===== src/rtl/rpn_stack_calculator_macros.svh =====
// Assertion macros shared by the calculator modules.
`ifndef RPN_STACK_CALCULATOR_MACROS_SVH
`define RPN_STACK_CALCULATOR_MACROS_SVH

// Same-cycle implication, sampled on clk, off while rst_n is low.
`define RPNSC_ASSERT_IMPL(lbl, ante, cons, msg) \
  lbl: assert property (@(posedge clk) disable iff (!rst_n) (ante) |-> (cons)) else $error(msg);

// Next-cycle implication, sampled on clk, off while rst_n is low.
`define RPNSC_ASSERT_NEXT(lbl, ante, cons, msg) \
  lbl: assert property (@(posedge clk) disable iff (!rst_n) (ante) |=> (cons)) else $error(msg);

`endif


===== src/rtl/rpnsc_pkg.sv =====
// Package with codes, constants and the control interface types of the calculator.
package rpnsc_pkg;

  localparam int STACK_DEPTH_DEF = 1024;
  localparam int DATA_W          = 32;
  localparam int COUNT_OUT_W     = 11;

  localparam logic [DATA_W-1:0] Q_MAX = 32'h7FFF_FFFF;
  localparam logic [DATA_W-1:0] Q_MIN = 32'h8000_0000;

  // Request kinds.
  localparam logic [1:0] REQ_PUSH = 2'd0;
  localparam logic [1:0] REQ_OP   = 2'd1;
  localparam logic [1:0] REQ_POP  = 2'd2;

  // Operator codes; anything else is an unknown operator.
  localparam logic [2:0] OP_ADD = 3'd0;
  localparam logic [2:0] OP_SUB = 3'd1;
  localparam logic [2:0] OP_MUL = 3'd2;
  localparam logic [2:0] OP_DIV = 3'd3;

  // Result status codes.
  localparam logic [1:0] ST_OK    = 2'd0;
  localparam logic [1:0] ST_FULL  = 2'd1;
  localparam logic [1:0] ST_EMPTY = 2'd2;
  localparam logic [1:0] ST_SAT   = 2'd3;

  // Commands from the controller to the datapath.
  typedef struct packed {
    logic load;       // capture the input payload
    logic push_in;    // push the captured value
    logic pop_s;      // pop the top operand (read issue)
    logic pop_t;      // capture s, pop the second operand
    logic load_t;     // capture t
    logic pop_fin;    // finish a pop request
    logic nop_res;    // finish an unused request type
    logic mul;        // register the product
    logic div_start;  // launch the divider
    logic alu;        // finish an operator request
    logic emit;       // load the output register
  } cmd_t;

  // Status from the datapath to the controller.
  typedef struct packed {
    logic div_done;
  } sts_t;

endpackage


===== src/rtl/rpnsc_ctrl.sv =====
// Controller state machine that sequences each request through the datapath.
`include "rpn_stack_calculator_macros.svh"

module rpnsc_ctrl
  import rpnsc_pkg::*;
(
  input  logic       clk,
  input  logic       rst_n,
  input  logic       in_tvalid,
  output logic       in_tready,
  input  logic [4:0] in_tuser,
  output logic       out_tvalid,
  input  logic       out_tready,
  input  sts_t       sts,
  output cmd_t       cmd
);

  localparam logic [3:0] S_IDLE   = 4'd0;
  localparam logic [3:0] S_PUSH   = 4'd1;
  localparam logic [3:0] S_POPS   = 4'd2;
  localparam logic [3:0] S_POPT   = 4'd3;
  localparam logic [3:0] S_POPFIN = 4'd4;
  localparam logic [3:0] S_OPLD   = 4'd5;
  localparam logic [3:0] S_MUL    = 4'd6;
  localparam logic [3:0] S_DIVGO  = 4'd7;
  localparam logic [3:0] S_DIVW   = 4'd8;
  localparam logic [3:0] S_ALU    = 4'd9;
  localparam logic [3:0] S_NOP    = 4'd10;
  localparam logic [3:0] S_DONE   = 4'd11;

  logic [3:0] state_r, state_nxt;
  logic [1:0] req_r, req_nxt;
  logic [2:0] op_r, op_nxt;
  logic       out_tvalid_r, out_tvalid_nxt;
  logic       out_free;
  logic       accept;

  assign in_tready  = (state_r == S_IDLE);
  assign accept     = in_tvalid && in_tready;
  assign out_tvalid = out_tvalid_r;
  assign out_free   = !out_tvalid_r || out_tready;

  always_comb begin
    state_nxt      = state_r;
    req_nxt        = req_r;
    op_nxt         = op_r;
    out_tvalid_nxt = out_tvalid_r;
    cmd            = '0;
    if (out_tvalid_r && out_tready) begin
      out_tvalid_nxt = 1'b0;
    end
    unique case (state_r)
      S_IDLE: begin
        if (accept) begin
          cmd.load = 1'b1;
          req_nxt  = in_tuser[1:0];
          op_nxt   = in_tuser[4:2];
          unique case (in_tuser[1:0])
            REQ_PUSH: state_nxt = S_PUSH;
            REQ_OP:   state_nxt = S_POPS;
            REQ_POP:  state_nxt = S_POPS;
            default:  state_nxt = S_NOP;
          endcase
        end
      end
      S_PUSH: begin
        cmd.push_in = 1'b1;
        state_nxt   = S_DONE;
      end
      S_POPS: begin
        cmd.pop_s = 1'b1;
        state_nxt = (req_r == REQ_POP) ? S_POPFIN : S_POPT;
      end
      S_POPT: begin
        cmd.pop_t = 1'b1;
        state_nxt = S_OPLD;
      end
      S_POPFIN: begin
        cmd.pop_fin = 1'b1;
        state_nxt   = S_DONE;
      end
      S_OPLD: begin
        cmd.load_t = 1'b1;
        unique case (op_r)
          OP_MUL:  state_nxt = S_MUL;
          OP_DIV:  state_nxt = S_DIVGO;
          default: state_nxt = S_ALU;
        endcase
      end
      S_MUL: begin
        cmd.mul   = 1'b1;
        state_nxt = S_ALU;
      end
      S_DIVGO: begin
        cmd.div_start = 1'b1;
        state_nxt     = S_DIVW;
      end
      S_DIVW: begin
        if (sts.div_done) begin
          state_nxt = S_ALU;
        end
      end
      S_ALU: begin
        cmd.alu   = 1'b1;
        state_nxt = S_DONE;
      end
      S_NOP: begin
        cmd.nop_res = 1'b1;
        state_nxt   = S_DONE;
      end
      S_DONE: begin
        if (out_free) begin
          cmd.emit       = 1'b1;
          out_tvalid_nxt = 1'b1;
          state_nxt      = S_IDLE;
        end
      end
      default: state_nxt = S_IDLE;
    endcase
  end

  always_ff @(posedge clk) begin
    if (!rst_n) begin
      state_r      <= S_IDLE;
      req_r        <= REQ_PUSH;
      op_r         <= OP_ADD;
      out_tvalid_r <= 1'b0;
    end else begin
      state_r      <= state_nxt;
      req_r        <= req_nxt;
      op_r         <= op_nxt;
      out_tvalid_r <= out_tvalid_nxt;
    end
  end

  `RPNSC_ASSERT_NEXT(a_accept_leaves_idle, accept, state_r != S_IDLE, "accepted request did not start")
  `RPNSC_ASSERT_NEXT(a_done_emits, (state_r == S_DONE) && out_free, out_tvalid_r && (state_r == S_IDLE), "finished result not presented")
  `RPNSC_ASSERT_IMPL(a_div_done_in_wait, sts.div_done, state_r == S_DIVW, "divider finished outside its wait state")

endmodule


===== config.mk =====
export PLATFORM = sky130hd
export DESIGN_NAME = rpnsc_ctrl
export DESIGN_NICKNAME = d
export VERILOG_FILES = /design/src/rtl/rpnsc_pkg.sv /design/src/rtl/rpnsc_ctrl.sv
export VERILOG_INCLUDE_DIRS = /design/src /design/src/rtl
export SDC_FILE = /design/constraint.sdc
export NUM_CORES = 1
export LEC_CHECK = 0
export BUFFER_PORTS_ARGS = -buffer_cell sky130_fd_sc_hd__buf_4
export CAP_MARGIN = 40
export CORE_UTILIZATION = 40
export DETAILED_ROUTE_END_ITERATION = 8
export GPL_TIMING_DRIVEN = 0
export PLACE_DENSITY = 0.67
export SLEW_MARGIN = 10
export SYNTH_ARGS = -nofsm -noshare
export SYNTH_HDL_FRONTEND = slang
export SYNTH_SLANG_ARGS = --single-unit

===== constraint.sdc =====
create_clock -name clk -period 1.4 [get_ports clk]
set_input_delay 0.07 -clock clk [delete_from_list [all_inputs] [get_ports clk]]
set_output_delay 0.07 -clock clk [all_outputs]
set_load 0.02 [all_outputs]

# Word level (Yosys, flattened, before mapping)
# Index checks and enable logic that the tools add are counted.
# W data, S select, Z words.
[op_classes] n_eq_ne=19 mux=23 reduce_logical=10
[ops] operator="$pmux W4 S9" count=1
[ops] operator="$eq A4 B3 Y1 const B" count=4
[ops] operator="$eq A4 B4 Y1 const B" count=4
[ops] operator="$mux W1" count=16
[ops] operator="$pmux W4 S2" count=2
[ops] operator="$mux W4" count=3
[ops] operator="$eq A4 B2 Y1 const B" count=2
[ops] operator="$eq A3 B2 Y1 const B" count=2
[ops] operator="$eq A2 B2 Y1 const B" count=2
[ops] operator="$eq A4 B1 Y1 const B" count=1
[ops] operator="$logic_not A4 Y1" count=1
[ops] operator="$ne A2 B2 Y1 const B" count=2
[ops] operator="$reduce_or A4 Y1" count=1
[ops] operator="$mux W3" count=1
[ops] operator="$reduce_and A3 Y1" count=1
[ops] operator="$eq A2 B1 Y1 const B" count=1
[ops] operator="$logic_and A1 B1 Y1" count=2
[ops] operator="$logic_not A2 Y1" count=1
[ops] operator="$ne A2 B1 Y1 const B" count=1
[ops] operator="$reduce_and A2 Y1" count=1
[ops] operator="$reduce_or A2 Y1" count=1
[ops] operator="$logic_not A1 Y1" count=1
[ops] operator="$logic_or A1 B1 Y1" count=1
[totals] reg_bits=10 in_bits=10 output_inout_bits=13 wordCells=56

# Logic depth before layout (Yosys ltp)
[depth] word_depth=5 mapped_depth=5 depth_no_buf=4

# Worst setup path before layout
# Ideal clock, no wire load.
[synth_timing] kind="register to register" startpoint="register state_r[3]" endpoint="register op_r[0]" setup_time_ns=0.117 arrival_time_ns=1.463 required_time_ns=1.283 setup_slack_ns=-0.179 stages_incl_launch_ff=5 path_buffers=0 synth_period_minus_slack_ns=1.579 path_cell_list="dfxtp_1 nor4_2 nand2_1 mux2i_1 nor2b_1"
[synth_via] elab_chain_len=3
[synth_rtl] element="start: declaration" line="rpnsc_ctrl.sv:31" rtl="logic [3:0] state_r, state_nxt;"
[synth_rtl] element="start signal: assignment" line="rpnsc_ctrl.sv:129" rtl="state_r <= state_nxt;"
[synth_rtl] element="$logic_not A4 Y1 *" line="rpnsc_ctrl.sv:38" rtl="assign in_tready = (state_r == S_IDLE);"
[synth_rtl] element="net in_tready" line="rpnsc_ctrl.sv:10" rtl="output logic in_tready,"
[synth_rtl] element="$logic_and A1 B1 Y1" line="rpnsc_ctrl.sv:39" rtl="assign accept = in_tvalid && in_tready;"
[synth_rtl] element="$reduce_and A2 Y1 (no source line) *"
[synth_rtl] element="end signal: assignment" line="rpnsc_ctrl.sv:131" rtl="op_r <= op_nxt;"
[synth_rtl] element="end: declaration" line="rpnsc_ctrl.sv:33" rtl="logic [2:0] op_r, op_nxt;"
# Mark *: on every way through the listed nets, which the timed path passes. The rest lies on a longest branch.
# A chain may end at the register's enable or synchronous reset.

==> results_dict.tcl <==
set metrics [dict create \
    status "complete, no violations" \
    synth-edff-count 0 \
    clkLatencyLatePin_ns 0.27 \
    globalplace.congestion 0.8746 \
    synthFlopType "dfxtp_1" \
    cts_tree "yes" \
    synth_xor_area_share_pct 0 \
    yosysSeqAreaShare_pct 32.19 \
    max_stage_delay_ns 0.36 \
    drc 0 \
    power_density_nw_per_um2 1924 \
    worstSetupPathType "register to output pin" \
    clk_pin_slew_ns 0.07 \
    max_freq_ghz 0.7390 \
    place_inst 115 \
    antenna_found_initial 0 \
    cts_buffers 3 \
    crit_arrival_ns 1.28 \
    final_cell_mix "23 x buf_4, 9 x nor2_1, 8 x nor2b_1" \
    tightest_slew_ns 0.3306 \
    hold_depth 3 \
    hold_end "op_r[0]" \
    die_h_um 41.43 \
    finalClockSkew_ns 0.006054 \
    period_share_pct 96.65 \
    hold_viol 0 \
    r2r_cells 5 \
    via_count 661 \
    avgSynthCellArea_um2 7.972 \
    grt_pass1_wl_um 2691 \
    regToRegSetupSlack_ns 0.10 \
    syn_nets 88 \
    final_common_cell "buf_4" \
    slowest_stage "nor4_4" \
    slew_violations 0 \
    setup-violations-final 0 \
    end_kind "output pin" \
    ir_drop_uv 949.8 \
    async_reset_ff_share_pct 0 \
    final_area_um2 899.6 \
    grt_util_all_layers_pct 20.02 \
    synth_top_family_by_area "simple AND/OR/NAND/NOR gates" \
    drt-initial-drc-count 18 \
    seq_area_um2 205.2 \
    syn_inst 78 \
    startpoint_type "register" \
    antenna_cells 0 \
    routedWlPerCell_um 12.79 \
    synthSimpleGateAreaFrac_pct 33.60 \
    ios 23 \
    finalSetupTns_ns 0 \
    min_from "in_tuser[2]" \
    area_growth_pct 44.67 \
    place_ws_ns 0.01050 \
    grt_remaining_overflow 0 \
    hold_path_class "primary input to register" \
    r2r_start "state_r[1]" \
    multiInputGateArea_um2 411.6 \
    htree_levels 1 \
    portBuffers 22 \
    required_ns 1.33 \
    first_global_vias 600 \
    drive_gt1_share_pct 39.62 \
    setup_ws_ns 0.04684 \
    final.fill_count 130 \
    synth-compound-area-share_pct 20.72 \
    place_area_um2 817.0 \
    die-area_um2 1716 \
    ant_nets 0 \
    rsz0062_at_grt "yes" \
    fin_cells 121 \
    final_nets 117 \
    grt_start_max_net_pins 11 \
    p_leak_nw 0.3965 \
    relSlewSlack_pct 77.76 \
    coreArea_um2 1366 \
    r2r_end "state_r[1]" \
    synth_warnings 0 \
    synth_mux_area_share_pct 8.048 \
    die_x_um 41.43 \
    cap_violations 0 \
    drt_first_pass_iters 4 \
    clock-sinks 10 \
    syn-cell-area_um2 621.8 \
    synthAdderAreaFrac_pct 0 \
    start_util_pct 45.51 \
    ys_ff_latch 10 \
    path_cells "nor4_4 -> nand2_2 -> inv_2 -> buf_4" \
    num_rows 13 \
    utilization_pct 65.84 \
    vias_per_cell 5.463 \
    place_hpwl_um 1131 \
    finalWirelength_um 1548 \
    cts.path.max_buffers 2 \
    post-route-min-period_ns 1.353 \
    critPathMaxFanout 5 \
    cts-root-buf "clkbuf_4" \
    synth_cell_types 29 \
]
## cell type report
cell class	instances	area share, %
buffer	4	3.616
timing repair buffer	24	20.45
multi-input combinational	61	45.76
tap	15	2.086
clock buffer	4	4.033
sequential	10	22.81
inverter	3	1.252
## through the flow
step | total power, W | hold WS, ns
after global routing | 0.001849 | 0.06614
after floorplan | 0.001085 | 0.1979
after CTS | 0.001643 | 0.04901
after global placement | 0.001342 | 0.3212
after detailed placement | 0.001348 | 0.3305
final | 0.001731 | 0.04843
## Yosys cell counts, drive strengths merged, types with 2 or more instances
library cell	n	area, um2
dfxtp	10	200.2
nor2	9	33.78
nor2b	8	50.05
nand2b	7	43.79
nor3	7	35.03
a21oi	5	25.02
mux2i	5	50.05
buf	4	22.52
inv	3	11.26
nand2	3	11.26
nor4	2	18.77
o21ai	2	10.00
## flip-flops by register name, summed over array words and instances, names as in the netlist
name        count
state_r         4
op_r            3
out_tvalid      1
req_r           2
## power by group
part	switching (W)	leakage (nW)	internal (W)	total, W
Sequential	0.0000871	0.0834	0.000366	0.000454
Clock	0.000103	0.0210	0.000158	0.000262
Combinational	0.000532	0.292	0.000484	0.00102
## worst max-delay path by stage
| stage | startpoint | endpoint | slack [ns] | cells after the start |
|---|---|---|---|---|
| after CTS | state_r[2] | cmd[10] | 0.009 | 4 |
| final | state_r[3] | cmd[10] | 0.05 | 4 |
| after floorplan | state_r[3] | op_r[0] | 0.07 | 4 |
| after detailed placement | state_r[1] | state_r[1] | 0.01 | 5 |
| after global placement | state_r[0] | state_r[1] | -0.02 | 5 |
| after global routing | state_r[1] | state_r[1] | -0.004 | 5 |
## routing by layer
metal  global-route usage, %  routed length, um  vias up
met2                   27.81                688       25
li1                        -                  -      336
met3                   3.043                 89        3
met4                   11.61                 23        0
met1                   28.88                748      297
met5                       0                  0        -
## worst max-delay path: cells and delay by family, from the launching register on
| family | cells | cell delay [ns] |
|---|---|---|
| DFF | 1 | 0.35 |
| buffers and inverters | 2 | 0.19 |
| and+or+nand+nor | 2 | 0.49 |
## cell families (layout without fill, tap and decap cells)
logic type / after synthesis / after routing
AND/OR/NAND/NOR: 38 / 38
AO/OA/AOI/OAI: 18 / 18
flip-flops: 10 / 10
buffers and inverters: 7 / 35
multiplexers: 5 / 5
## what timing repair did
action / 4_1_cts / 5_1_grt
setup buffers: 1 / 1
hold endpoints to repair: 0 / 0
setup endpoints to repair: 4 / 11
gates resized for setup: 3 / 7
pin swaps: 1 / 2
hold buffers: 0 / 0
Note: power is estimated with default switching activity, not from simulation.
